==> src/design/ppmhp_pkg.sv <==
// shared types, codes and constants for the p6 header parser
// no dependencies; imported by every module
`default_nettype none

package ppmhp_pkg;

   // chunk length limit and value width
   localparam int LINE_CHUNK  = 70;
   localparam int VALUE_BITS  = 16;
   localparam int ACC_BITS    = VALUE_BITS + 1;
   localparam int POS_BITS    = 7;

   // field codes
   localparam logic [2:0] FS_MAGIC  = 3'd0;
   localparam logic [2:0] FS_WIDTH  = 3'd1;
   localparam logic [2:0] FS_HEIGHT = 3'd2;
   localparam logic [2:0] FS_MAXVAL = 3'd3;
   localparam logic [2:0] FS_DONE   = 3'd4;

   // token phase codes
   localparam logic [2:0] TP_BETWEEN = 3'd0;
   localparam logic [2:0] TP_MAGIC   = 3'd1;
   localparam logic [2:0] TP_SIGN    = 3'd2;
   localparam logic [2:0] TP_DIGITS  = 3'd3;
   localparam logic [2:0] TP_JUNK    = 3'd4;

   // status codes
   localparam logic [1:0] ST_PARSING  = 2'd0;
   localparam logic [1:0] ST_COMPLETE = 2'd1;
   localparam logic [1:0] ST_ERROR    = 2'd2;

   // characters
   localparam logic [7:0] CH_NUL   = 8'h00;
   localparam logic [7:0] CH_TAB   = 8'h09;
   localparam logic [7:0] CH_LF    = 8'h0A;
   localparam logic [7:0] CH_VT    = 8'h0B;
   localparam logic [7:0] CH_FF    = 8'h0C;
   localparam logic [7:0] CH_CR    = 8'h0D;
   localparam logic [7:0] CH_SPACE = 8'h20;
   localparam logic [7:0] CH_HASH  = 8'h23;
   localparam logic [7:0] CH_PLUS  = 8'h2B;
   localparam logic [7:0] CH_MINUS = 8'h2D;
   localparam logic [7:0] CH_ZERO  = 8'h30;
   localparam logic [7:0] CH_NINE  = 8'h39;
   localparam logic [7:0] CH_SIX   = 8'h36;
   localparam logic [7:0] CH_P     = 8'h50;

   localparam logic [POS_BITS-1:0] POS_LAST = POS_BITS'(LINE_CHUNK - 1);
   localparam logic [ACC_BITS-1:0] ACC_CAP  = ACC_BITS'(1) << VALUE_BITS;

   typedef struct packed {
      logic [2:0]            field_state;
      logic [POS_BITS-1:0]   chunk_position;
      logic                  comment_chunk;
      logic [2:0]            token_phase;
      logic [1:0]            magic_match;
      logic [ACC_BITS-1:0]   value_accumulator;
      logic                  value_negative;
      logic [VALUE_BITS-1:0] held_width;
      logic [VALUE_BITS-1:0] held_height;
      logic [VALUE_BITS-1:0] held_maxval;
      logic [1:0]            parse_status;
   } parser_state_type;

   localparam parser_state_type STATE_RESET = '{
      field_state:       FS_MAGIC,
      chunk_position:    '0,
      comment_chunk:     1'b0,
      token_phase:       TP_BETWEEN,
      magic_match:       2'd0,
      value_accumulator: '0,
      value_negative:    1'b0,
      held_width:        '0,
      held_height:       '0,
      held_maxval:       '0,
      parse_status:      ST_PARSING
   };

endpackage

`default_nettype wire

==> src/design/ppmhp_req_if.sv <==
// byte input channel: valid/ready handshake with one stream byte
// depends on nothing
`default_nettype none

interface ppmhp_req_if;
   logic       valid;
   logic       ready;
   logic [7:0] data_byte;
   logic       stream_end;

   modport source (output valid, output data_byte, output stream_end, input ready);
   modport sink   (input valid, input data_byte, input stream_end, output ready);
endinterface

`default_nettype wire

==> src/design/ppmhp_rsp_if.sv <==
// result channel: status and the three header values
// depends on nothing
`default_nettype none

interface ppmhp_rsp_if;
   logic        valid;
   logic        ready;
   logic [1:0]  status;
   logic [15:0] image_width;
   logic [15:0] image_height;
   logic [15:0] max_value;

   modport source (output valid, output status, output image_width,
                   output image_height, output max_value, input ready);
   modport sink   (input valid, input status, input image_width,
                   input image_height, input max_value, output ready);
endinterface

`default_nettype wire

==> src/design/ppmhp_step.sv <==
// next-state logic of the parser for one byte
// depends on ppmhp_pkg
`default_nettype none

module ppmhp_step (
   input  ppmhp_pkg::parser_state_type cur_state,
   input  logic [7:0]                  data_byte,
   input  logic                        stream_end,
   output ppmhp_pkg::parser_state_type nxt_state
);
   import ppmhp_pkg::*;

   parser_state_type      ended;
   parser_state_type      tokened;
   parser_state_type      work;
   logic                  is_digit;
   logic                  is_blank;
   logic                  last;
   logic                  comment;
   logic [VALUE_BITS-1:0] sat_value;
   logic [ACC_BITS+3:0]   digit_sum;
   logic [ACC_BITS-1:0]   digit_acc;

   assign is_digit = data_byte inside {[CH_ZERO:CH_NINE]};
   assign is_blank = data_byte inside {CH_SPACE, CH_TAB, CH_VT, CH_FF, CH_CR};
   assign last     = (cur_state.chunk_position >= POS_LAST);
   assign comment  = (cur_state.chunk_position == '0) ? (data_byte == CH_HASH)
                                                       : cur_state.comment_chunk;

   // accumulator times ten plus digit, capped just above the value range
   assign digit_sum = ({1'b0, cur_state.value_accumulator, 3'b000})
                    + ({3'b000, cur_state.value_accumulator, 1'b0})
                    + (ACC_BITS+4)'(data_byte - CH_ZERO);
   assign digit_acc = (digit_sum > (ACC_BITS+4)'(ACC_CAP)) ? ACC_CAP
                                                           : digit_sum[ACC_BITS-1:0];

   // token value with negative and overflow saturation
   always_comb begin
      if (cur_state.value_negative) begin
         sat_value = '0;
      end else if (cur_state.value_accumulator[ACC_BITS-1]) begin
         sat_value = '1;
      end else begin
         sat_value = cur_state.value_accumulator[VALUE_BITS-1:0];
      end
   end

   // close the current token
   always_comb begin
      ended = cur_state;
      if (cur_state.token_phase == TP_MAGIC) begin
         if (cur_state.magic_match == 2'd2) begin
            ended.field_state = FS_WIDTH;
         end else begin
            ended.parse_status = ST_ERROR;
         end
      end else if (cur_state.token_phase != TP_BETWEEN) begin
         case (cur_state.field_state)
            FS_WIDTH: begin
               ended.held_width  = sat_value;
               ended.field_state = FS_HEIGHT;
            end
            FS_HEIGHT: begin
               ended.held_height = sat_value;
               ended.field_state = FS_MAXVAL;
            end
            FS_MAXVAL: begin
               ended.held_maxval = sat_value;
               ended.field_state = FS_DONE;
            end
            default: begin
            end
         endcase
      end
      ended.token_phase       = TP_BETWEEN;
      ended.magic_match       = 2'd0;
      ended.value_accumulator = '0;
      ended.value_negative    = 1'b0;
   end

   // ordinary token character
   always_comb begin
      tokened = cur_state;
      if (cur_state.field_state < FS_DONE) begin
         case (cur_state.token_phase)
            TP_BETWEEN: begin
               if (cur_state.field_state == FS_MAGIC) begin
                  tokened.token_phase = TP_MAGIC;
                  if (data_byte == CH_P) begin
                     tokened.magic_match = 2'd1;
                  end else begin
                     tokened.parse_status = ST_ERROR;
                  end
               end else if (data_byte == CH_PLUS || data_byte == CH_MINUS) begin
                  tokened.token_phase    = TP_SIGN;
                  tokened.value_negative = (data_byte == CH_MINUS);
               end else if (is_digit) begin
                  tokened.token_phase       = TP_DIGITS;
                  tokened.value_accumulator = digit_acc;
               end else begin
                  tokened.token_phase = TP_JUNK;
               end
            end
            TP_MAGIC: begin
               if (cur_state.magic_match == 2'd1 && data_byte == CH_SIX) begin
                  tokened.magic_match = 2'd2;
               end else begin
                  tokened.parse_status = ST_ERROR;
               end
            end
            TP_SIGN, TP_DIGITS: begin
               if (is_digit) begin
                  tokened.token_phase       = TP_DIGITS;
                  tokened.value_accumulator = digit_acc;
               end else begin
                  tokened.token_phase = TP_JUNK;
               end
            end
            default: begin
            end
         endcase
      end
   end

   // byte dispatch
   always_comb begin
      work = cur_state;
      if (cur_state.parse_status == ST_PARSING) begin
         work.comment_chunk = comment;
         if (comment) begin
            work.chunk_position = (data_byte == CH_LF || last)
                                ? '0 : cur_state.chunk_position + POS_BITS'(1);
         end else if (data_byte == CH_NUL) begin
            work.parse_status = ST_ERROR;
         end else if (data_byte == CH_LF) begin
            if (cur_state.field_state < FS_DONE) begin
               work = ended;
               work.comment_chunk = comment;
            end
            if (work.parse_status == ST_PARSING) begin
               if (work.field_state == FS_MAGIC) begin
                  work.parse_status = ST_ERROR;
               end else if (work.field_state >= FS_DONE) begin
                  work.parse_status = ST_COMPLETE;
               end
            end
            work.chunk_position = '0;
            work.token_phase    = TP_BETWEEN;
         end else begin
            if (is_blank) begin
               if (cur_state.field_state < FS_DONE) begin
                  work = ended;
               end
            end else begin
               work = tokened;
            end
            work.comment_chunk = comment;
            if (last) begin
               work.parse_status = ST_ERROR;
            end else begin
               work.chunk_position = cur_state.chunk_position + POS_BITS'(1);
            end
         end
         if (stream_end && work.parse_status == ST_PARSING) begin
            work.parse_status = ST_ERROR;
         end
      end
      nxt_state = work;
   end

endmodule

`default_nettype wire

==> src/design/ppm_binary_header_parser_core.sv <==
// top level of the p6 header parser: input register, step logic, result register
// depends on ppmhp_pkg, ppmhp_req_if, ppmhp_rsp_if and ppmhp_step
//
//   channel   direction  transaction
//   req_ch    in         one stream byte with its end-of-stream flag
//   rsp_ch    out        status and held width, height, maxval after that byte
//
// one byte per cycle sustained while the result side does not stall; an accepted byte passes
// the input register, then the step logic into the result register
// the parser state advances in the same cycle a byte moves into the result register,
// so the next byte in the input register sees it at once
// synchronous active-high reset returns the parser to expecting the magic token
// a stalled result holds both registers; req ready drops only when both are full
// and the result is not being taken
`default_nettype none

module ppm_binary_header_parser_core (
   input  wire logic   clock,
   input  wire logic   reset,
   ppmhp_req_if.sink   req_ch,
   ppmhp_rsp_if.source rsp_ch
);
   import ppmhp_pkg::*;

   // input register
   logic       in_valid_ff, in_valid_in;
   logic [7:0] in_byte_ff;
   logic       in_end_ff;

   // parser state
   parser_state_type state_ff, state_in;
   parser_state_type step_out;

   // result register
   logic                  rsp_valid_ff, rsp_valid_in;
   logic [1:0]            rsp_status_ff;
   logic [VALUE_BITS-1:0] rsp_width_ff;
   logic [VALUE_BITS-1:0] rsp_height_ff;
   logic [VALUE_BITS-1:0] rsp_maxval_ff;

   logic advance;
   logic take;

   // byte moves forward when the result register is free or being drained
   assign advance = in_valid_ff && (!rsp_valid_ff || rsp_ch.ready);
   assign req_ch.ready = !in_valid_ff || advance;
   assign take = req_ch.valid && req_ch.ready;

   ppmhp_step u_step (
      .cur_state  (state_ff),
      .data_byte  (in_byte_ff),
      .stream_end (in_end_ff),
      .nxt_state  (step_out)
   );

   assign state_in     = advance ? step_out : state_ff;
   assign in_valid_in  = take ? 1'b1 : (advance ? 1'b0 : in_valid_ff);
   assign rsp_valid_in = advance ? 1'b1 : (rsp_ch.ready ? 1'b0 : rsp_valid_ff);

   always_ff @(posedge clock) begin
      if (reset) begin
         in_valid_ff  <= 1'b0;
         rsp_valid_ff <= 1'b0;
         state_ff     <= STATE_RESET;
      end else begin
         in_valid_ff  <= in_valid_in;
         rsp_valid_ff <= rsp_valid_in;
         state_ff     <= state_in;
      end
   end

   // payload registers, no reset needed
   always_ff @(posedge clock) begin
      if (take) begin
         in_byte_ff <= req_ch.data_byte;
         in_end_ff  <= req_ch.stream_end;
      end
      if (advance) begin
         rsp_status_ff <= step_out.parse_status;
         rsp_width_ff  <= step_out.held_width;
         rsp_height_ff <= step_out.held_height;
         rsp_maxval_ff <= step_out.held_maxval;
      end
   end

   assign rsp_ch.valid        = rsp_valid_ff;
   assign rsp_ch.status       = rsp_status_ff;
   assign rsp_ch.image_width  = rsp_width_ff;
   assign rsp_ch.image_height = rsp_height_ff;
   assign rsp_ch.max_value    = rsp_maxval_ff;

endmodule

`default_nettype wire

==> src/flat_wrapper.sv <==
// flat-port wrapper written by rule: the top's interface ports become plain ports
module ppm_binary_header_parser_core_flat import ppmhp_pkg::*;
  (clock, reset, req_ch_valid, req_ch_data_byte, req_ch_stream_end, req_ch_ready, rsp_ch_valid, rsp_ch_status, rsp_ch_image_width, rsp_ch_image_height, rsp_ch_max_value, rsp_ch_ready);
  ppmhp_req_if req_ch_i ();
  ppmhp_rsp_if rsp_ch_i ();
  input  wire logic clock;
  input  wire logic reset;
  input wire logic [$bits(req_ch_i.valid)-1:0] req_ch_valid;
  input wire logic [$bits(req_ch_i.data_byte)-1:0] req_ch_data_byte;
  input wire logic [$bits(req_ch_i.stream_end)-1:0] req_ch_stream_end;
  output wire logic [$bits(req_ch_i.ready)-1:0] req_ch_ready;
  output wire logic [$bits(rsp_ch_i.valid)-1:0] rsp_ch_valid;
  output wire logic [$bits(rsp_ch_i.status)-1:0] rsp_ch_status;
  output wire logic [$bits(rsp_ch_i.image_width)-1:0] rsp_ch_image_width;
  output wire logic [$bits(rsp_ch_i.image_height)-1:0] rsp_ch_image_height;
  output wire logic [$bits(rsp_ch_i.max_value)-1:0] rsp_ch_max_value;
  input wire logic [$bits(rsp_ch_i.ready)-1:0] rsp_ch_ready;
  assign req_ch_i.valid = req_ch_valid;
  assign req_ch_i.data_byte = req_ch_data_byte;
  assign req_ch_i.stream_end = req_ch_stream_end;
  assign req_ch_ready = req_ch_i.ready;
  assign rsp_ch_valid = rsp_ch_i.valid;
  assign rsp_ch_status = rsp_ch_i.status;
  assign rsp_ch_image_width = rsp_ch_i.image_width;
  assign rsp_ch_image_height = rsp_ch_i.image_height;
  assign rsp_ch_max_value = rsp_ch_i.max_value;
  assign rsp_ch_i.ready = rsp_ch_ready;
  ppm_binary_header_parser_core u_core (.clock(clock), .reset(reset), .req_ch(req_ch_i), .rsp_ch(rsp_ch_i));
endmodule
==> config.mk <==
export PLATFORM = sky130hd
export DESIGN_NAME = ppm_binary_header_parser_core_flat
export DESIGN_NICKNAME = d
export VERILOG_FILES = /design/src/design/ppmhp_pkg.sv /design/src/design/ppmhp_req_if.sv /design/src/design/ppmhp_rsp_if.sv /design/src/design/ppmhp_step.sv /design/src/design/ppm_binary_header_parser_core.sv /design/src/flat_wrapper.sv
export SDC_FILE = /design/constraint.sdc
export NUM_CORES = 1
export LEC_CHECK = 0
export BUFFER_PORTS_ARGS = -buffer_cell sky130_fd_sc_hd__buf_2
export CAP_MARGIN = 40
export CORE_ASPECT_RATIO = 0.8
export CORE_MARGIN = 4
export CORE_UTILIZATION = 55
export CTS_BUF_LIST = sky130_fd_sc_hd__clkbuf_16
export CTS_CLUSTER_SIZE = 8
export DETAILED_ROUTE_END_ITERATION = 10
export PLACE_DENSITY = 0.77
export SLEW_MARGIN = 20
export SYNTH_ARGS = -nofsm -noshare
export SYNTH_HDL_FRONTEND = slang
export SYNTH_SLANG_ARGS = --single-unit
==> constraint.sdc <==
create_clock -name clock -period 4.8 [get_ports clock]
set_input_delay 0.48 -clock clock [delete_from_list [all_inputs] [get_ports clock]]
set_output_delay 0.48 -clock clock [all_outputs]
set_load 0.05 [all_outputs]
# ---- Word level (Yosys, flattened, before mapping)
# Cells that the tools add are included.
dict set report op_classes {
  n_bitwise 2
  n_addsub 4
  n_reduce_logical 31
  n_lt_le_gt_ge 6
  eq_ne 37
  muxes 63
}
# cell n
set ops {}
lappend ops {{$mux 84} 11}
lappend ops {{$mux 74} 2}
lappend ops {{$mux 48} 2}
lappend ops {{$mux 16} 5}
lappend ops {{$mux 79} 1}
lappend ops {{$mux 17} 3}
lappend ops {{$mux 50} 1}
lappend ops {{$eq 8x4->1 const B} 5}
lappend ops {{$eq 8x6->1 const B} 5}
lappend ops {{$pmux 17 s2} 1}
lappend ops {{$mux 2} 15}
lappend ops {{$mux 23} 1}
lappend ops {{$add 20x18->21} 1}
lappend ops {{$add 21x21->21} 1}
lappend ops {{$gt 21x17->1 const B} 1}
lappend ops {{$mux 7} 3}
lappend ops {{$ne 5x5->1 const B} 4}
lappend ops {{$mux 18} 1}
lappend ops {{$mux 3} 6}
lappend ops {{$reduce_and 8->1} 2}
lappend ops {{$ne 5x3->1 const B} 3}
lappend ops {{$eq 3x2->1 const B} 4}
lappend ops {{$ne 4x3->1 const B} 3}
lappend ops {{$reduce_and 6->1} 2}
lappend ops {{35 further kinds} 60}
dict set report totals {
  register_bits 145
  word_cells 162
  output_inout_bits 52
  input_bits 13
}

# ---- Longest topological paths before layout
dict set report logic_depth {
  depth_word 22
  ltp_mapped 15
  mapped_depth_nobuf 13
}

# ---- By module
# From an unflattened synthesis, not the netlist that was laid out.
dict set report unflattened {
  hier_cells 995
  area_unflattened_um2 9485.3
}
# mod cells_each area_each_um2 n_inst seq_area_each_um2
set modules_own_cells {}
lappend modules_own_cells {ppm_binary_header_parser_core 434 5627.9 1 3493.4}
lappend modules_own_cells {ppmhp_step 561 3857.4 1 0.0}

# ---- Worst setup path before layout
# Ideal clock, no wire load.
dict set report synth_path {
  path_kind {flip-flop to flip-flop}
  from {register u_core.in_byte_ff[4]}
  to {register u_core.state_ff[52] (netlist bit)}
  arrival_time_ns 4.763
  setup_time_ns 0.090
  required_ns 4.710
  stages_incl_launch_ff 16
  slack_ns -0.053
  cell_sequence {edfxtp_1 > ha_1 > or3_1 > inv_1 > fa_1 > ha_1 > clkbuf_1 > a211oi_1 > nor2_1 > or4_1 > a21oi_1 > mux2_2 > or4_4 > buf_6 > buf_8 > o31ai_1}
}
dict set report synth_via {
  elab_chain_cells 17
}
# item line
set synth_rtl {}
lappend synth_rtl {{from (decl)} ppm_binary_header_parser_core.sv:27} ;# logic [7:0] in_byte_ff;
lappend synth_rtl {{from (signal assigned)} ppm_binary_header_parser_core.sv:75} ;# in_byte_ff <= req_ch.data_byte;
lappend synth_rtl {{$sub 8x6->9} ppmhp_step.sv:33} ;# + (ACC_BITS+4)'(data_byte - CH_ZERO);
lappend synth_rtl {{$add 21x21->21} ppmhp_step.sv:33}
lappend synth_rtl {{$gt 21x17->1} ppmhp_step.sv:34} ;# assign digit_acc = (digit_sum > (ACC_BITS+4)'(ACC_CAP)) ? ACC_CAP
lappend synth_rtl {{$mux 17} ppmhp_step.sv:34}
lappend synth_rtl {{$mux 17} {ppmhp_step.sv:97, ppmhp_step.sv:112}}
lappend synth_rtl {{$mux 17} ppmhp_step.sv:94} ;# end else if (data_byte == CH_PLUS || data_byte == CH_MINUS) begin
lappend synth_rtl {{$mux 18} ppmhp_step.sv:87} ;# if (cur_state.field_state == FS_MAGIC) begin
lappend synth_rtl {{$pmux 17 s2} ppmhp_step.sv:85} ;# case (cur_state.token_phase)
lappend synth_rtl {{$mux 23} ppmhp_step.sv:84} ;# if (cur_state.field_state < FS_DONE) begin
lappend synth_rtl {{$mux 84} ppmhp_step.sv:150} ;# if (is_blank) begin
lappend synth_rtl {{$mux 84} ppmhp_step.sv:133} ;# end else if (data_byte == CH_NUL) begin
lappend synth_rtl {{$mux 84} ppmhp_step.sv:130} ;# if (comment) begin
lappend synth_rtl {{$mux 84} ppmhp_step.sv:128} ;# if (cur_state.parse_status == ST_PARSING) begin
lappend synth_rtl {{$mux 84} ppmhp_step.sv:135} ;# end else if (data_byte == CH_LF) begin
lappend synth_rtl {{$mux 79} ppmhp_step.sv:133}
lappend synth_rtl {{$mux 74} ppmhp_step.sv:130}
lappend synth_rtl {{$mux 74} ppmhp_step.sv:128}
lappend synth_rtl {{to (signal assigned)} ppm_binary_header_parser_core.sv:68} ;# state_ff <= state_in;
lappend synth_rtl {{to (decl)} ppm_binary_header_parser_core.sv:31} ;# parser_state_type state_ff, state_in;
# Parallel ways exist; a longest one is shown, timed or not. The select of a mux whose other input is x is not followed.
# A chain may end at the register's enable or synchronous reset.

# ---- Final worst setup path
dict set report layout_path {
  from {register u_core.in_byte_ff[4]}
  to {register u_core.state_ff[59] (netlist bit)}
}
# Same word-level chain as after synthesis.

==> results.md <==
- GRT Util Overall: 23.33%
- Initial antenna violation count: 0
- Crit path max fanout: 8
- TritonCTS clock tree: yes
- Average size of a mapped cell: 9.922 um2
- Max_slew headroom: 48.09%
- Site row count: 39
- Wire length per cell: 17.71 um
- Drt first-iter violations: 551
- Skew-Pair Late Insertion Delay: 0.43 ns
- Cell taking the most area after synthesis: edfxtp_1
- Setup Viol. Count Final: 0
- Final Wtd Congestion: 0.9087
- Post-synthesis async set-or-reset flop share: 0%
- Clock Tree Buf Depth: 2
- Die Area: 0.01668 mm2
- PwrDens: 316.5 mW/mm2
- Remaining DRCs: 0
- Distinct cells, synth: 74
- Synthesis Warnings: 0
- Core Area: 0.01435 mm2
- Slew Limit Fails: 0
- Fin nets: 934
- Worst Skew: 0.01172 ns
- CTS Hold Bufs: 0
- Share of the synthesized area in the top cell type: 21.96%
- Sink Count: 145
- Post-synth EDFFs: 59
- Die Wd: 143.4 um
- H-Tree Depth: 4
- Outcome: completed
- Num ports: 65
- Most used DFF post-synth: dfxtp_1
- Largest net degree at the start of global routing: 69
- Max_cap viols: 0
- Critical path depth in cells: 12
- Worst-Margin Slew: 0.7787 ns
- WL final: 19000 um
- CP required: 5.13 ns
- # fillers: 1163
- WS Path Type: reg -> reg
- Period utilisation layout: 96.02%
- Total global routing overflow: 0
- Crit. End Element: flip-flop
- Final TNS setup: 0 ns
- Critical path arrival: 4.94 ns
- Detailed placer's ending HPWL: 13320 um
- Non-filler cells, final: 1073
- RSZ-0062 raised after global routing: false
- Slowest cell on crit path: or4_4
- Placed Cells: 1039
- Initial Util: 56.23%
- Worst path most repeated cell: ha_1
- Hold Crit Class: in -> reg
- Top post-synthesis cells by area: edfxtp_1 (22%), dfxtp_1 (21%), mux2i_1 (6.5%)
- Post-layout util: 63.93%
- Number of vias per cell: 5.924
- Layout area overhead: 13.70%
- Via Count: 6356
- Hold path depth: 1
- Seq cells post-synth: 145
- Die H: 116.3 um
- IR drop worst, VDD: 0.2728 mV
- Largest stage delay, worst path: 0.64 ns
- Crit path cell chain: ha_1 > or3_4 > clkinvlp_4 > fa_1 > ha_1 > a211oi_1 > nor2_1 > or4_1 > a21oi_1 > mux2_2 > or4_4 > o31ai_2
- Buffers & Inverters on Critical Path: 1
- Leakage: 0.003712 uW
- Final hold vios: 0
- Cell family with the largest share of critical-path delay: simple AND/OR/NAND/NOR gates
- Diodes inserted: 0
- Seq/Total Area, Yosys: 43.31%
- Cts bufs inserted: 17
- Gate Count Post-Synth: 813
- Worst-path clk slew: 0.06 ns
- Routed Antenna Nets: 0
- R2R cell count: 12
- Number of global-route vias before repair: 6016
- Crit path launch type: flip-flop
- First-pass GRT wire length: 30880 um
- Port-buffer cells: 64
- Root Driver: clkbuf_16
- Fmax: 0.2170 GHz
- Mapped Nets: 871
- Share of cells above drive strength 1: 19.69%
- Min Tclk post-route: 4.609 ns
- DR pass1 iterations: 6
- Mapped Area: 0.008066 mm2
==> timing repair <==
action / in CTS / in global routing
buffers inserted: 0 / 1
setup endpoints to repair: 0 / 17
gates resized for setup: 0 / 7
==> cell usage after synthesis (3+ instances only) <==
| master | count |
|---|---|
| nor2b_1 | 6 |
| nand2b_1 | 3 |
| ha_1 | 29 |
| o21a_1 | 6 |
| a211oi_1 | 28 |
| a21o_1 | 7 |
| nor3_1 | 11 |
| dfxtp_1 | 86 |
| buf_6 | 4 |
| or3_1 | 8 |
| buf_2 | 4 |
| nor4b_1 | 3 |
| nand4b_1 | 3 |
| o31ai_1 | 15 |
| and4_1 | 4 |
| nand4_1 | 5 |
| xnor2_1 | 8 |
| and3_1 | 7 |
| o21ai_0 | 29 |
| o211a_1 | 3 |
| edfxtp_1 | 59 |
| xor2_1 | 9 |
| mux2_2 | 31 |
| mux2i_1 | 52 |
| inv_1 | 62 |
| nor4_1 | 5 |
| a21oi_1 | 41 |
| fa_1 | 16 |
| buf_4 | 5 |
| o211ai_1 | 7 |
| clkbuf_1 | 27 |
| and2_1 | 7 |
| nand3_1 | 14 |
| or2_2 | 6 |
| nor2_1 | 101 |
| a2111oi_0 | 3 |
| o31a_1 | 3 |
| nand2_1 | 48 |
| o2111ai_1 | 5 |
==> area by class of cell <==
class                           instances  area [um2]  share of cell area (%)
Multi-Input combinational cell        566        4163                   45.39
Clock buffer                           17       425.4                   4.638
Inverter                               62       236.5                   2.578
Timing Repair Buffer                   84       480.5                   5.239
Tap cell                              184       230.2                   2.510
Clock inverter                         15       142.6                   1.555
Sequential cell                       145        3493                   38.09
==> per-stage QoR <==
stage	hold WS (ns)	total power [uW]	instance area [um2]	worst slack, ns
final	0.2286	2902	9171	0.1912
after global placement	0.4360	1644	8552	0.2552
after global routing	0.2208	3007	9171	0.003089
after floorplan	0.4251	1578	8070	0.1063
after CTS	0.2240	2908	9125	0.04637
after detailed placement	0.4503	1649	8557	0.07835
==> worst reg2reg max path: stages (launching register included) <==
cell and delay (ns):
edfxtp_1 0.45, ha_1 0.30, or3_4 0.41, clkinvlp_4 0.15, fa_1 0.41, ha_1 0.32, a211oi_1 0.29, nor2_1 0.10
or4_1 0.54, a21oi_1 0.22, mux2_2 0.40, or4_4 0.64, o31ai_2 0.30
==> logic make-up (layout without fill, tap and decap cells) <==
family,Yosys count,in the layout,synth area share (%)
flip-flops,145,145,43.31
AND/OR/NAND/NOR,244,245,14.75
AO/OA/AOI/OAI,176,176,15.25
adder cells (fa/ha/maj),45,45,8.469
multiplexers,83,83,10.78
XOR/XNOR,17,17,1.846
buffers and inverters,103,178,5.599
==> state kept, by name (all words and copies together) (netlist names), 2 cells and up <==
name                        count
u_core.rsp_ch.image_width      16
u_core.state_ff                84
u_core.rsp_ch.max_value        16
u_core.in_byte_ff               8
u_core.rsp_ch.status            2
u_core.rsp_ch.image_height     16
==> routing by layer <==
metal | share of wire [%] | routed length (um) | GRT usage (%) | vias up
li1 | - | - | - | 3062
met4 | 2.4 | 455 | 7.905 | 0
met1 | 45 | 8497 | 32.53 | 3036
met5 | 0 | 0 | 0 | -
met2 | 47 | 8934 | 36.97 | 220
met3 | 5.9 | 1112 | 4.298 | 38
==> worst paths after layout <==
kind / slack [ns] / end / startpoint
worst max-delay path: 0.19 / u_core.state_ff[59] / u_core.in_byte_ff[4]
worst min-delay path: 0.23 / u_core.in_byte_ff[7] / req_ch_data_byte[7]
worst max register to register: 0.19 / u_core.state_ff[59] / u_core.in_byte_ff[4]
worst min register to register: 0.47 / u_core.state_ff[55] / u_core.state_ff[55]
==> where the power goes <==
part	switching [uW]	internal, uW
sequential	24.8	1320
clock	587	686
combinational	200	83.1
total	812	2090
==> cell usage in the layout, fill, tap and decap left out, types with 4 or more instances in the layout <==
cell,count
nor2_1,101
dfxtp_1,86
buf_2,65
inv_1,61
edfxtp_1,59
mux2i_1,52
nand2_1,48
a21oi_1,40
mux2_2,31
o21ai_0,29
a211oi_1,28
ha_1,28
buf_4,18
clkbuf_16,17
fa_1,16
nand3_1,14
o31ai_1,13
nor3_1,11
xor2_1,9
xnor2_1,8
or3_1,7
and3_1,7
o211ai_1,7
a21o_1,7
nor2b_1,6
and2_1,6
or2_2,6
o21a_1,6
nand4_1,5
nor4_1,5
o2111ai_1,5
and4_1,4
inv_6,4
inv_8,4
No activity file was read; power rests on OpenSTA's default activity.
